--- src/hdl/dpc_pkg.sv ---
package dpc_pkg;

	localparam int DEPTH_W  = 16;
	localparam int COLOR_W  = 32;
	localparam int POINT_W  = 32;
	localparam int Z_W      = 23;
	localparam int SIZE_W   = 13;
	localparam int PARAM_W  = 16;
	localparam int POS_W    = 12;
	localparam int CFG_IDX_W = 3;
	localparam int CFG_DATA_W = 16;

	// depth * 65536 / 1000 == (depth << 13) / 125
	localparam int NUM_W    = DEPTH_W + 13;
	localparam int RECIP_W  = 30;
	localparam int RECIP_SH = 36;
	localparam logic [RECIP_W-1:0] Z_RECIP = 30'd549755813;   // floor(2^36 / 125)
	localparam logic [RECIP_W-1:0] Z_DIVISOR = 30'd125;
	localparam logic [Z_W-1:0] Z_MAX = 23'd4294901;

	// offset magnitude (16 bit) times z (23 bit)
	localparam int PROD_W   = PARAM_W + Z_W;
	localparam int QUO_W    = 32;

	localparam logic [SIZE_W-1:0]  RST_FRAME_WIDTH  = 13'd640;
	localparam logic [SIZE_W-1:0]  RST_FRAME_HEIGHT = 13'd480;
	localparam logic [PARAM_W-1:0] RST_CENTER_X     = 16'd5120;
	localparam logic [PARAM_W-1:0] RST_CENTER_Y     = 16'd3840;
	localparam logic [PARAM_W-1:0] RST_FOCAL_X      = 16'd11200;
	localparam logic [PARAM_W-1:0] RST_FOCAL_Y      = 16'd11200;

	typedef enum logic [CFG_IDX_W-1:0] {
		CFG_FRAME_WIDTH  = 3'd0,
		CFG_FRAME_HEIGHT = 3'd1,
		CFG_CENTER_X     = 3'd2,
		CFG_CENTER_Y     = 3'd3,
		CFG_FOCAL_X      = 3'd4,
		CFG_FOCAL_Y      = 3'd5
	} cfg_idx_t;

	typedef struct packed {
		logic                start;
		logic [PROD_W-1:0]   dividend;
		logic [PARAM_W-1:0]  divisor;
	} div_req_t;

	typedef struct packed {
		logic                done;
		logic [QUO_W-1:0]    quotient;
	} div_rsp_t;

endpackage

--- src/hdl/dpc_if.sv ---
interface dpc_cfg_if import dpc_pkg::*; ();
	logic                  valid;
	logic                  ready;
	logic [CFG_IDX_W-1:0]  index;
	logic [CFG_DATA_W-1:0] data;

	modport source (output valid, index, data, input ready);
	modport sink (input valid, index, data, output ready);
endinterface

interface dpc_pixel_if import dpc_pkg::*; ();
	logic               valid;
	logic               ready;
	logic [DEPTH_W-1:0] depth_mm;
	logic [COLOR_W-1:0] pixel_color;
	logic               frame_start;

	modport source (output valid, depth_mm, pixel_color, frame_start, input ready);
	modport sink (input valid, depth_mm, pixel_color, frame_start, output ready);
endinterface

interface dpc_point_if import dpc_pkg::*; ();
	logic               valid;
	logic               ready;
	logic [POINT_W-1:0] point_x;
	logic [POINT_W-1:0] point_y;
	logic [Z_W-1:0]     point_z;
	logic [COLOR_W-1:0] point_color;
	logic               frame_end;

	modport source (output valid, point_x, point_y, point_z, point_color, frame_end,
		input ready);
	modport sink (input valid, point_x, point_y, point_z, point_color, frame_end,
		output ready);
endinterface

--- src/hdl/dpc_div.sv ---
// Restoring radix-2 divider, one quotient bit per cycle.
// The upper dividend bits must already be below the divisor.
module dpc_div import dpc_pkg::*; (
	input  logic     clk,
	input  logic     arst_n,
	input  div_req_t req,
	output div_rsp_t rsp
);

	localparam int CNT_W = $clog2(QUO_W + 1);

	logic                busy_q;
	logic [CNT_W-1:0]    cnt_q;
	logic [PARAM_W-1:0]  rem_q;
	logic [PARAM_W-1:0]  div_q;
	logic [QUO_W-1:0]    quo_q;
	logic [PARAM_W:0]    trial;
	logic                take;

	assign trial = {rem_q, quo_q[QUO_W-1]};
	assign take  = trial >= {1'b0, div_q};

	always_ff @(posedge clk or negedge arst_n) begin
		if (!arst_n) begin
			busy_q <= 1'b0;
			cnt_q  <= '0;
		end else if (req.start) begin
			busy_q <= 1'b1;
			cnt_q  <= CNT_W'(QUO_W);
		end else if (busy_q) begin
			if (cnt_q == '0) begin
				busy_q <= 1'b0;
			end else begin
				cnt_q <= cnt_q - 1'b1;
			end
		end
	end

	always_ff @(posedge clk) begin
		if (req.start) begin
			rem_q <= PARAM_W'(req.dividend[PROD_W-1:QUO_W]);
			quo_q <= req.dividend[QUO_W-1:0];
			div_q <= req.divisor;
		end else if (busy_q && cnt_q != '0) begin
			rem_q <= take ? PARAM_W'(trial - {1'b0, div_q}) : trial[PARAM_W-1:0];
			quo_q <= {quo_q[QUO_W-2:0], take};
		end
	end

	assign rsp.done     = busy_q && cnt_q == '0;
	assign rsp.quotient = quo_q;

	a_rem_below_div: assert property (@(posedge clk) disable iff (!arst_n)
		busy_q |-> rem_q < div_q)
		else $error("divider remainder not below divisor");

	a_start_idle: assert property (@(posedge clk) disable iff (!arst_n)
		req.start |-> !busy_q)
		else $error("divider started while busy");

	a_done_ends: assert property (@(posedge clk) disable iff (!arst_n)
		rsp.done && !req.start |=> !busy_q)
		else $error("divider stayed busy after done");

endmodule

--- src/hdl/depth_to_point_cloud_unit.sv ---
// Channel    Role    Beat contents
// cfg        sink    index (register number), data (register value)
// pixel_in   sink    depth_mm, pixel_color, frame_start
// point_out  source  point_x, point_y, point_z, point_color, frame_end
//
// Each axis whose quotient cannot fit 32 bits skips its division and saturates. The
// single shared radix-2 divider produces one quotient bit per cycle, at most two quotients
// per pixel. pixel_in is ready only in IDLE; the finished point sits in an output
// register, so a stalled point_out holds the next point in DONE only. cfg is always ready
// and registers reset to their documented defaults; counters reset to column 0, row 0.
module depth_to_point_cloud_unit import dpc_pkg::*; #(
	parameter int MAX_WIDTH  = 4096,
	parameter int MAX_HEIGHT = 4096
) (
	input  logic        clk,
	input  logic        arst_n,
	dpc_cfg_if.sink     cfg,
	dpc_pixel_if.sink   pixel_in,
	dpc_point_if.source point_out
);

	localparam int COL_W = $clog2(MAX_WIDTH);
	localparam int ROW_W = $clog2(MAX_HEIGHT);

	typedef enum logic [6:0] {
		S_IDLE   = 7'b0000001,
		S_ZMUL   = 7'b0000010,
		S_ZFIX   = 7'b0000100,
		S_PMUL   = 7'b0001000,
		S_LAUNCH = 7'b0010000,
		S_WAIT   = 7'b0100000,
		S_DONE   = 7'b1000000
	} state_t;

	// configuration registers
	logic [SIZE_W-1:0]  frame_width_q, frame_height_q;
	logic [PARAM_W-1:0] center_x_q, center_y_q, focal_x_q, focal_y_q;

	// raster position
	logic [COL_W-1:0] col_q;
	logic [ROW_W-1:0] row_q;

	state_t             state_q;
	logic               axis_q;      // 0: x, 1: y
	logic [NUM_W-1:0]   num_q;
	logic [Z_W-1:0]     zest_q, z_q;
	logic [POS_W-1:0]   col_pos_q, row_pos_q;
	logic [COLOR_W-1:0] color_q;
	logic               fend_q;
	logic [PROD_W-1:0]  prod_q;
	logic               neg_q;
	logic [PARAM_W-1:0] fdiv_q;
	logic [POINT_W-1:0] x_q, y_q;

	logic               out_valid_q;
	logic [POINT_W-1:0] out_x_q, out_y_q;
	logic [Z_W-1:0]     out_z_q;
	logic [COLOR_W-1:0] out_color_q;
	logic               out_fend_q;

	logic               in_beat, out_beat;
	logic [SIZE_W-1:0]  wm1, hm1;
	logic [COL_W-1:0]   col_eff;
	logic [ROW_W-1:0]   row_eff;
	logic               row_end, frame_end;

	logic [NUM_W+RECIP_W-1:0] zprod;
	logic [RECIP_W-1:0]       zrem;

	logic [POS_W-1:0]   pos_sel;
	logic [PARAM_W-1:0] center_sel, focal_sel;
	logic signed [PARAM_W+1:0] offset;
	logic [PARAM_W+1:0] offset_mag;
	logic               ovf;
	logic [POINT_W-1:0] result;

	div_req_t div_req;
	div_rsp_t div_rsp;

	// Clamp a quotient magnitude into signed 32 bits and apply the sign.
	function automatic logic [POINT_W-1:0] saturate(logic neg, logic over,
		logic [QUO_W-1:0] q);
		logic [POINT_W-1:0] r;
		if (!neg) begin
			r = (over || q[QUO_W-1]) ? {1'b0, {(POINT_W-1){1'b1}}} : q;
		end else if (over || (q[QUO_W-1] && q[QUO_W-2:0] != '0)) begin
			r = {1'b1, {(POINT_W-1){1'b0}}};
		end else begin
			r = -q;
		end
		return r;
	endfunction

	assign in_beat  = pixel_in.valid && pixel_in.ready;
	assign out_beat = point_out.valid && point_out.ready;

	assign cfg.ready      = 1'b1;
	assign pixel_in.ready = state_q == S_IDLE;

	// Effective last column / last row: zero acts as one, oversize clamps to the maximum.
	always_comb begin
		if (frame_width_q == '0) begin
			wm1 = '0;
		end else if (frame_width_q > SIZE_W'(MAX_WIDTH)) begin
			wm1 = SIZE_W'(MAX_WIDTH - 1);
		end else begin
			wm1 = frame_width_q - 1'b1;
		end
		if (frame_height_q == '0) begin
			hm1 = '0;
		end else if (frame_height_q > SIZE_W'(MAX_HEIGHT)) begin
			hm1 = SIZE_W'(MAX_HEIGHT - 1);
		end else begin
			hm1 = frame_height_q - 1'b1;
		end
	end

	// frame_start takes the pixel at the origin before the wrap checks
	assign col_eff   = pixel_in.frame_start ? '0 : col_q;
	assign row_eff   = pixel_in.frame_start ? '0 : row_q;
	assign row_end   = SIZE_W'(col_eff) >= wm1;
	assign frame_end = row_end && SIZE_W'(row_eff) >= hm1;

	// z estimate by reciprocal, low by at most one; ZFIX corrects it
	assign zprod = NUM_W'(num_q) * RECIP_W'(Z_RECIP);
	assign zrem  = RECIP_W'(num_q) - RECIP_W'(zest_q) * Z_DIVISOR;

	// offset in Q.4 pixels for the axis in progress
	always_comb begin
		pos_sel    = axis_q ? row_pos_q : col_pos_q;
		center_sel = axis_q ? center_y_q : center_x_q;
		focal_sel  = axis_q ? focal_y_q : focal_x_q;
		offset     = $signed({2'b00, pos_sel, 4'b0000}) - $signed({2'b00, center_sel});
		offset_mag = offset[PARAM_W+1] ? -offset : offset;
	end

	// quotient cannot fit 32 bits when the bits above it already reach the divisor
	assign ovf = PARAM_W'(prod_q[PROD_W-1:QUO_W]) >= fdiv_q;

	assign result = saturate(neg_q, state_q == S_LAUNCH && ovf, div_rsp.quotient);

	assign div_req.start    = state_q == S_LAUNCH && !ovf;
	assign div_req.dividend = prod_q;
	assign div_req.divisor  = fdiv_q;

	dpc_div u_div (
		.clk    (clk),
		.arst_n (arst_n),
		.req    (div_req),
		.rsp    (div_rsp)
	);

	// configuration writes
	always_ff @(posedge clk or negedge arst_n) begin
		if (!arst_n) begin
			frame_width_q  <= RST_FRAME_WIDTH;
			frame_height_q <= RST_FRAME_HEIGHT;
			center_x_q     <= RST_CENTER_X;
			center_y_q     <= RST_CENTER_Y;
			focal_x_q      <= RST_FOCAL_X;
			focal_y_q      <= RST_FOCAL_Y;
		end else if (cfg.valid && cfg.ready) begin
			case (cfg.index)
				CFG_FRAME_WIDTH:  frame_width_q  <= cfg.data[SIZE_W-1:0];
				CFG_FRAME_HEIGHT: frame_height_q <= cfg.data[SIZE_W-1:0];
				CFG_CENTER_X:     center_x_q     <= cfg.data;
				CFG_CENTER_Y:     center_y_q     <= cfg.data;
				CFG_FOCAL_X:      focal_x_q      <= cfg.data;
				CFG_FOCAL_Y:      focal_y_q      <= cfg.data;
				default: ;  // drop writes beyond the register list
			endcase
		end
	end

	// sequencer and raster counters
	always_ff @(posedge clk or negedge arst_n) begin
		if (!arst_n) begin
			state_q     <= S_IDLE;
			axis_q      <= 1'b0;
			col_q       <= '0;
			row_q       <= '0;
			out_valid_q <= 1'b0;
		end else begin
			// drop valid once the point leaves, unless DONE reloads it on the same edge
			if (out_beat && state_q != S_DONE) begin
				out_valid_q <= 1'b0;
			end
			case (state_q)
				S_IDLE: begin
					if (in_beat) begin
						// advance the raster position right at acceptance
						if (row_end) begin
							col_q <= '0;
							row_q <= frame_end ? '0 : row_eff + 1'b1;
						end else begin
							col_q <= col_eff + 1'b1;
							row_q <= row_eff;
						end
						state_q <= S_ZMUL;
					end
				end
				S_ZMUL: state_q <= S_ZFIX;
				S_ZFIX: begin
					axis_q  <= 1'b0;
					state_q <= S_PMUL;
				end
				S_PMUL: state_q <= S_LAUNCH;
				S_LAUNCH: begin
					if (ovf) begin
						// saturated without dividing
						axis_q  <= 1'b1;
						state_q <= axis_q ? S_DONE : S_PMUL;
					end else begin
						state_q <= S_WAIT;
					end
				end
				S_WAIT: begin
					if (div_rsp.done) begin
						axis_q  <= 1'b1;
						state_q <= axis_q ? S_DONE : S_PMUL;
					end
				end
				S_DONE: begin
					// hold while the output register still owns an unsent point
					if (!out_valid_q || point_out.ready) begin
						out_valid_q <= 1'b1;
						state_q     <= S_IDLE;
					end
				end
				default: state_q <= S_IDLE;
			endcase
		end
	end

	// datapath registers
	always_ff @(posedge clk) begin
		if (in_beat) begin
			num_q     <= {pixel_in.depth_mm, 13'd0};
			color_q   <= pixel_in.pixel_color;
			fend_q    <= frame_end;
			col_pos_q <= POS_W'(col_eff);
			row_pos_q <= POS_W'(row_eff);
		end
		if (state_q == S_ZMUL) begin
			zest_q <= zprod[RECIP_SH +: Z_W];
		end
		if (state_q == S_ZFIX) begin
			z_q <= zest_q + Z_W'(zrem >= Z_DIVISOR);
		end
		if (state_q == S_PMUL) begin
			prod_q <= offset_mag[PARAM_W-1:0] * z_q;
			neg_q  <= offset[PARAM_W+1];
			fdiv_q <= (focal_sel == '0) ? PARAM_W'(1) : focal_sel;
		end
		if ((state_q == S_LAUNCH && ovf) || (state_q == S_WAIT && div_rsp.done)) begin
			if (axis_q) begin
				y_q <= result;
			end else begin
				x_q <= result;
			end
		end
		if (state_q == S_DONE && (!out_valid_q || point_out.ready)) begin
			out_x_q     <= x_q;
			out_y_q     <= y_q;
			out_z_q     <= z_q;
			out_color_q <= color_q;
			out_fend_q  <= fend_q;
		end
	end

	assign point_out.valid       = out_valid_q;
	assign point_out.point_x     = out_x_q;
	assign point_out.point_y     = out_y_q;
	assign point_out.point_z     = out_z_q;
	assign point_out.point_color = out_color_q;
	assign point_out.frame_end   = out_fend_q;

	a_one_pixel: assert property (@(posedge clk) disable iff (!arst_n)
		in_beat |=> !pixel_in.ready)
		else $error("second pixel accepted while one is in flight");

	a_z_range: assert property (@(posedge clk) disable iff (!arst_n)
		state_q == S_PMUL |-> z_q <= Z_MAX)
		else $error("depth conversion out of range");

	a_zero_depth: assert property (@(posedge clk) disable iff (!arst_n)
		state_q == S_DONE && z_q == '0 |-> x_q == '0 && y_q == '0)
		else $error("zero depth gave a nonzero point");

	a_no_div_when_idle: assert property (@(posedge clk) disable iff (!arst_n)
		div_rsp.done |-> state_q == S_WAIT)
		else $error("divider result outside the wait state");

endmodule

--- src/flat_wrapper.sv ---
// flat-port wrapper written by rule: the top's interface ports become plain ports
module depth_to_point_cloud_unit_flat import dpc_pkg::*;
#(
	parameter int MAX_WIDTH  = 4096,
	parameter int MAX_HEIGHT = 4096
)
  (clk, arst_n, cfg_valid, cfg_index, cfg_data, cfg_ready, pixel_in_valid, pixel_in_depth_mm, pixel_in_pixel_color, pixel_in_frame_start, pixel_in_ready, point_out_valid, point_out_point_x, point_out_point_y, point_out_point_z, point_out_point_color, point_out_frame_end, point_out_ready);
  dpc_cfg_if cfg_i ();
  dpc_pixel_if pixel_in_i ();
  dpc_point_if point_out_i ();
  input  logic clk;
  input  logic arst_n;
  input wire logic [$bits(cfg_i.valid)-1:0] cfg_valid;
  input wire logic [$bits(cfg_i.index)-1:0] cfg_index;
  input wire logic [$bits(cfg_i.data)-1:0] cfg_data;
  output wire logic [$bits(cfg_i.ready)-1:0] cfg_ready;
  input wire logic [$bits(pixel_in_i.valid)-1:0] pixel_in_valid;
  input wire logic [$bits(pixel_in_i.depth_mm)-1:0] pixel_in_depth_mm;
  input wire logic [$bits(pixel_in_i.pixel_color)-1:0] pixel_in_pixel_color;
  input wire logic [$bits(pixel_in_i.frame_start)-1:0] pixel_in_frame_start;
  output wire logic [$bits(pixel_in_i.ready)-1:0] pixel_in_ready;
  output wire logic [$bits(point_out_i.valid)-1:0] point_out_valid;
  output wire logic [$bits(point_out_i.point_x)-1:0] point_out_point_x;
  output wire logic [$bits(point_out_i.point_y)-1:0] point_out_point_y;
  output wire logic [$bits(point_out_i.point_z)-1:0] point_out_point_z;
  output wire logic [$bits(point_out_i.point_color)-1:0] point_out_point_color;
  output wire logic [$bits(point_out_i.frame_end)-1:0] point_out_frame_end;
  input wire logic [$bits(point_out_i.ready)-1:0] point_out_ready;
  assign cfg_i.valid = cfg_valid;
  assign cfg_i.index = cfg_index;
  assign cfg_i.data = cfg_data;
  assign cfg_ready = cfg_i.ready;
  assign pixel_in_i.valid = pixel_in_valid;
  assign pixel_in_i.depth_mm = pixel_in_depth_mm;
  assign pixel_in_i.pixel_color = pixel_in_pixel_color;
  assign pixel_in_i.frame_start = pixel_in_frame_start;
  assign pixel_in_ready = pixel_in_i.ready;
  assign point_out_valid = point_out_i.valid;
  assign point_out_point_x = point_out_i.point_x;
  assign point_out_point_y = point_out_i.point_y;
  assign point_out_point_z = point_out_i.point_z;
  assign point_out_point_color = point_out_i.point_color;
  assign point_out_frame_end = point_out_i.frame_end;
  assign point_out_i.ready = point_out_ready;
  depth_to_point_cloud_unit #(.MAX_WIDTH(MAX_WIDTH), .MAX_HEIGHT(MAX_HEIGHT)) u_core (.clk(clk), .arst_n(arst_n), .cfg(cfg_i), .pixel_in(pixel_in_i), .point_out(point_out_i));
endmodule
--- config.mk ---
export PLATFORM = sky130hd
export DESIGN_NAME = depth_to_point_cloud_unit_flat
export DESIGN_NICKNAME = d
export VERILOG_FILES = /design/src/hdl/dpc_pkg.sv /design/src/hdl/dpc_if.sv /design/src/hdl/dpc_div.sv /design/src/hdl/depth_to_point_cloud_unit.sv /design/src/flat_wrapper.sv
export SDC_FILE = /design/constraint.sdc
export NUM_CORES = 2
export LEC_CHECK = 0
export ABC_AREA = 1
export BUFFER_PORTS_ARGS = -buffer_cell sky130_fd_sc_hd__clkbuf_2
export CELL_PAD_IN_SITES_DETAIL_PLACEMENT = 0
export CELL_PAD_IN_SITES_GLOBAL_PLACEMENT = 1
export CORE_ASPECT_RATIO = 0.75
export CORE_UTILIZATION = 30
export DETAILED_ROUTE_END_ITERATION = 10
export PLACE_DENSITY_LB_ADDON = 0.1
export RECOVER_POWER = 100
export SYNTH_ARGS = -nofsm -noshare
export SYNTH_HDL_FRONTEND = slang
export SYNTH_HIERARCHICAL = 1
export SYNTH_SLANG_ARGS = --single-unit
--- constraint.sdc ---
create_clock -name clk -period 10 [get_ports clk]
set_clock_uncertainty 0.05 [all_clocks]
set_input_delay 2 -clock clk [delete_from_list [all_inputs] [get_ports clk]]
set_output_delay 2 -clock clk [all_outputs]
set_load 0.05 [all_outputs]
======== Word-level counts from Yosys, hierarchy flattened ========
Cells that the tools add are included.
word-level totals
  word-level logic and storage cells ...... 152
  register bits after elaboration ......... 553
cells by class
  equality and inequality tests ........... 18
  magnitude comparators ................... 7
  $mul .................................... 3
  reductions and logical operators ........ 39
  add/subtract/negate cells ............... 11
  mux-type cells .......................... 39
  bitwise operators ....................... 1
operator list
  operator                count
  $mux 32                 5
  $mux 12                 6
  $mux 16                 4
  $mux 13                 4
  $mux 7                  7
  $pmux 7 s7              1
  $mul 16x30->46 const B  1
  $mul 16x23->39          1
  $neg 32->32             1
  $reduce_bool 31->1      1
  $ge 30x7->1 const B     1
  $mul 23x7->30 const B   1
  $sub 29x30->30          1
  $ge 12x13->1            2
  $gt 13x13->1 const B    2
  $logic_not 13->1        2
  $sub 13x1->13 const B   2
  $add 12x1->12 const B   2
  $add 23x1->23           1
  $reduce_and 2->1        10
  $mux 6                  3
  $ge 17x16->1            1
  $sub 16x16->17          1
  $ge 7x16->1             1
  other kinds (29)        57

======== Depth between registers and ports, before layout ========
  depth in word-level cells ............... 7
  depth in mapped cells ................... 47
  gate-level depth less buffers ........... 42

======== Cells and area by module ========
The synthesis kept the hierarchy.
modules (own cells, without submodules)
  module                     instances  cells an instance  seq. area each (µm²)  area each (µm²)
  depth_to_point_cloud_unit  1          4864               13889.6               45250.9
  dpc_div                    1          517                2006.9                4092.7

======== Worst setup path after synthesis ========
OpenSTA, ideal clock, no wires.
  kind .................................... input to register
  from .................................... input point_out_ready
  to ...................................... register u_core.out_fend_q (netlist: u_core/point_out.frame_end), enable pin
  required time ........................... 9311 ps
  arrival time ............................ 7847 ps
  path slack .............................. 1463 ps
  path buffers ............................ 0
  cell stages on the path ................. 2
  setup time .............................. 639 ps
  path through ............................ inv_1 -> a21oi_1
on the way
  word-level cells in the longest chain between the ends .. 2
ends and longest elaborated chain
  what                    RTL line                          text
  start: declaration      flat_wrapper.sv:28                input wire logic [$bits(point_out_i.ready)-1:0] point_out_ready;
  $logic_or 1x1->1        depth_to_point_cloud_unit.sv:262  if (state_q == S_DONE && (!out_valid_q || point_out.ready)) begin
  $logic_and 1x1->1       depth_to_point_cloud_unit.sv:262
  end signal: assignment  depth_to_point_cloud_unit.sv:267  out_fend_q <= fend_q;
  end: declaration        depth_to_point_cloud_unit.sv:59   logic out_fend_q;
No other way between the ends.
A chain may end at the register's enable or synchronous reset.

======== Final worst setup path ========
  from .................................... register u_core.axis_q
  to ...................................... register u_core.prod_q[38], data pin
on the way
  word-level cells in the longest chain between the ends .. 5
ends and longest elaborated chain
  what                                       RTL line                                                            text
  start: declaration                         depth_to_point_cloud_unit.sv:44                                     logic axis_q;
  start signal: assignment                   depth_to_point_cloud_unit.sv:179                                    axis_q <= 1'b0;
  start signal: assignment                   depth_to_point_cloud_unit.sv:204                                    axis_q <= 1'b0;
  start signal: assignment                   depth_to_point_cloud_unit.sv:211                                    axis_q <= 1'b1;
  $mux 16 / $mux 12 (equally long branches)  depth_to_point_cloud_unit.sv:131, depth_to_point_cloud_unit.sv:130
  $sub 16x16->17 (*)                         depth_to_point_cloud_unit.sv:133                                    offset = $signed({2'b00, pos_sel, 4'b0000}) - $signed({2'b00, center_sel});
  $neg 16->16                                depth_to_point_cloud_unit.sv:134                                    offset_mag = offset[PARAM_W+1] ? -offset : offset;
  $mux 16 (*)                                depth_to_point_cloud_unit.sv:134
  $mul 16x23->39 (*)                         depth_to_point_cloud_unit.sv:251                                    prod_q <= offset_mag[PARAM_W-1:0] * z_q;
  end signal: assignment                     depth_to_point_cloud_unit.sv:251
  end: declaration                           depth_to_point_cloud_unit.sv:50                                     logic [PROD_W-1:0] prod_q;
Mark *: on every way between the ends. The rest lies on a longest branch, timed or not.

==> summary.md <==
| Metric | Value |
|---|---|
| Status | finished with violations |
| Violated checks | max-capacitance violations, max-slew violations |
| Clock buffer depth | 3 |
| Die Y | between 300 and 400 um |
| Chip Width | ~470 um |
| Arr. time, crit path | 9.68 ns |
| Vias | 35790 |
| Yosys cell types | between 60 and 70 |
| Post-CTS resize count | 0 |
| DR WL/cell | between 15 and 20 um |
| Total gr overflow | 0 |
| Clock Pin Slew Worst Setup and Hold Paths | 0.06 ns |
| Drt total wl | 150900 um |
| Routed wl met2 | about 65000 um |
| Min Tclk post-route | roughly 9.3 ns |
| Final period util | 93.29% |
| Number of synthesized flops with an enable pin | 414 |
| Total CTS buffers | 66 |
| Via density | 4.604 |
| GP Congestion | around 0.87 |
| Slowest cell on the critical path | fa_1 |
| Final Hold Viols | 0 |
| Post-synthesis register bit count | ~550 |
| Critical Path End Type | flip-flop |
| CP max FO | 48 |
| Synth top cells by count | 1095 x nand2_1, 1070 x inv_1, 515 x fa_1 |
| Max Used Layer | met5 |
| Initial Utilization | 30.30% |
| Kind of critical path | reg2reg |
| Ys async rst share | a little under a quarter |
| Cell taking the most area after synthesis | edfxtp_1 |
| Most frequent cell on the critical path | inv_1 |
| Post-DP HPWL | roughly 120000 um |
| Initial antenna violation count | 2 |
| Metal-1 WL | 77130 um |
| Core Area | approximately 0.16 mm2 |
| First-pass GRT wire length | approximately 230000 um |
| Synth top area share | 25.19% |
| TNS Setup | 0 ns |
| Worst setup SP type | flip-flop |
| RSZ-0062 raised after global routing | no |
| Main flop type after synthesis | edfxtp_1 |
| Slew Viols, Final | about 640 |
| Hold Crit Class | reg2reg |
| Mapped Cells | 5381 |
| Clock latency on the worst-skew pair | 0.67 ns |
| Slew HR | -138.8% |
| Yosys warns | 6 |
| Syn-to-layout area delta | 10.78% |
| 1st-iter DRT viols | ~2300 |
| Final #Nets | between 6000 and 7000 |
| Fin Hold WS | 0.3463 ns |
| Post-CTS setup buffers | 0 |
| Routed wl met3 | just under 7000 um |
| R2r worst-path depth | 36 |
| H-Tree Depth | 3 |
| Main area contributors after synthesis | edfxtp_1 25%, fa_1 21%, ha_1 12%, nand2_1 8.3%, inv_1 8.1% |
| # Max-Cap Violations | 15 |
| Worst-Margin Slew | roughly 3.6 ns |
| Share of cells above drive strength 1 | under 10% |
| Required @ worst endpoint | roughly 10 ns |
| Diodes inserted | 0 |
| R2r setup slk | ~0.67 ns |
| Largest net degree at the start of global routing | 60 |
| Hold depth | 0 |
| Synthesized Nets | 6436 |
| Tot GR Track Use | between 10% and 20% |
| IO buf count | around 190 |
| DR DRC count | 0 |
| Vias in the first global route | about 37000 |
| Number of routed nets with antenna violations | 0 |
| Core Rows | about 130 |
| Total die area | 0.1661 mm2 |
| CTS tree | done |
| Root Buffer | clkbuf_16 |
| Hold buffers post-CTS | 0 |
| Pre-antenna DRT Iters | 6 |
| Max stage delay on crit path | 0.59 ns |
| Sequential area share after synthesis | roughly a third |
| Syn Area/Cell | 9.170 um2 |
| Mapped cell area | between 0.04 and 0.05 mm2 |
| Count leader, synth | nand2_1 |
| FMAX | between 0.1 and 0.15 GHz |
| Setup violators final | 0 |
| Clock sinks | ~550 |
| Ports | slightly below 200 |
==> state kept, by name, summed over array words and instances, names as in the netlist, 13 cells and up <==
register and count:
u_core/point_out.point_y 32, u_core/center_x_q 16, u_core/point_out.point_color 32, u_core/prod_q 39, u_core/color_q 32, u_core/z_q 23, u_core/frame_height_q 13, u_core/u_div/quo_q 32
u_core/frame_width_q 13, u_core/point_out.point_z 23, u_core/u_div/rem_q 16, u_core/x_q 32, u_core/u_div/div_q 16, u_core/center_y_q 16, u_core/zest_q 23, u_core/focal_x_q 16
u_core/y_q 32, u_core/focal_y_q 16, u_core/fdiv_q 16, u_core/point_out.point_x 32, u_core/num_q 16
==> layer usage <==
metal  vias up  global-route usage (%)
met3       127                   2.837
met1     17540                   27.89
li1      17480                       -
met4         4                   3.039
met2       634                   28.07
met5         -                       0
==> cells in the final DEF, fill, tap and decap left out, types with 15 or more instances in the layout <==
master	n
nor3_1	51
a21oi_1	245
edfxtp_1	414
o31ai_1	18
buf_4	16
clkbuf_2	65
nand2_1	1096
dfstp_2	25
a31oi_1	21
nor2_1	383
nand2_2	22
nand4_1	41
xnor2_1	33
nand3b_1	22
clkbuf_1	164
a21o_1	16
o21a_1	15
xor2_1	89
clkbuf_16	66
dfrtp_1	104
nor4_1	20
ha_1	467
nand3_1	184
fa_1	515
o21ai_0	268
inv_1	1069
==> critical path, delay by kind of cell (launching register included) <==
family	cells	cell delay [ns]
fa+ha+maj	8	4.05
mux	1	0.18
compound gates	2	0.31
simple gates	14	2.06
flops	1	0.35
buf+inv	10	1.89
xor+xnor	1	0.06
==> kinds of logic (layout without fill, tap and decap cells) <==
| family | after synthesis | after routing | synth area share [%] |
|---|---|---|---|
| fa+ha+maj | 982 | 982 | 32.74 |
| mux | 12 | 12 | 0.2434 |
| compound gates | 642 | 642 | 7.189 |
| xor+xnor | 123 | 123 | 2.198 |
| simple gates | 1876 | 1876 | 16.03 |
| other cells | 1 | 1 | 0.007600 |
| flops | 553 | 553 | 32.22 |
| buf+inv | 1192 | 1439 | 9.379 |
==> path summary, 6_finish.rpt <==
| path | start | endpoint |
|---|---|---|
| max | u_core/axis_q | u_core/prod_q[38] |
| min | u_core/y_q[1] | u_core/point_out.point_y[1] |
| max reg2reg | u_core/axis_q | u_core/prod_q[38] |
| min reg2reg | u_core/y_q[1] | u_core/point_out.point_y[1] |
| max in group asynchronous | arst_n | u_core/frame_width_q[0] |
| min in group asynchronous | arst_n | u_core/row_q[11] |
==> through the flow <==
step                      cell area (um2)  worst slack, ns  utilization, %  cells
after floorplan                     49340            1.463               -   5381
after global placement              52810           0.8217           32.42   7657
after detailed placement            52810           0.6994           32.42   7657
after CTS                           54960           0.6363           33.74   7773
after global routing                54660          0.05349           33.56   7773
final                               54660           0.6714           33.56   7773
==> final cells by class <==
type | instances | area (um2)
clock buffers | 80 | 1738
clock inverters | 36 | 416.7
fillers | 17020 | 108200
inverters | 1088 | 4085
multi-input cells | 3636 | 28820
flip-flops and latches | 553 | 15900
well taps | 2145 | 2684
repair buffers | 235 | 1023
Power is left out: the tool's default activity adds up to more than one toggle a clock period on the data nets, which glitch-free logic cannot reach.
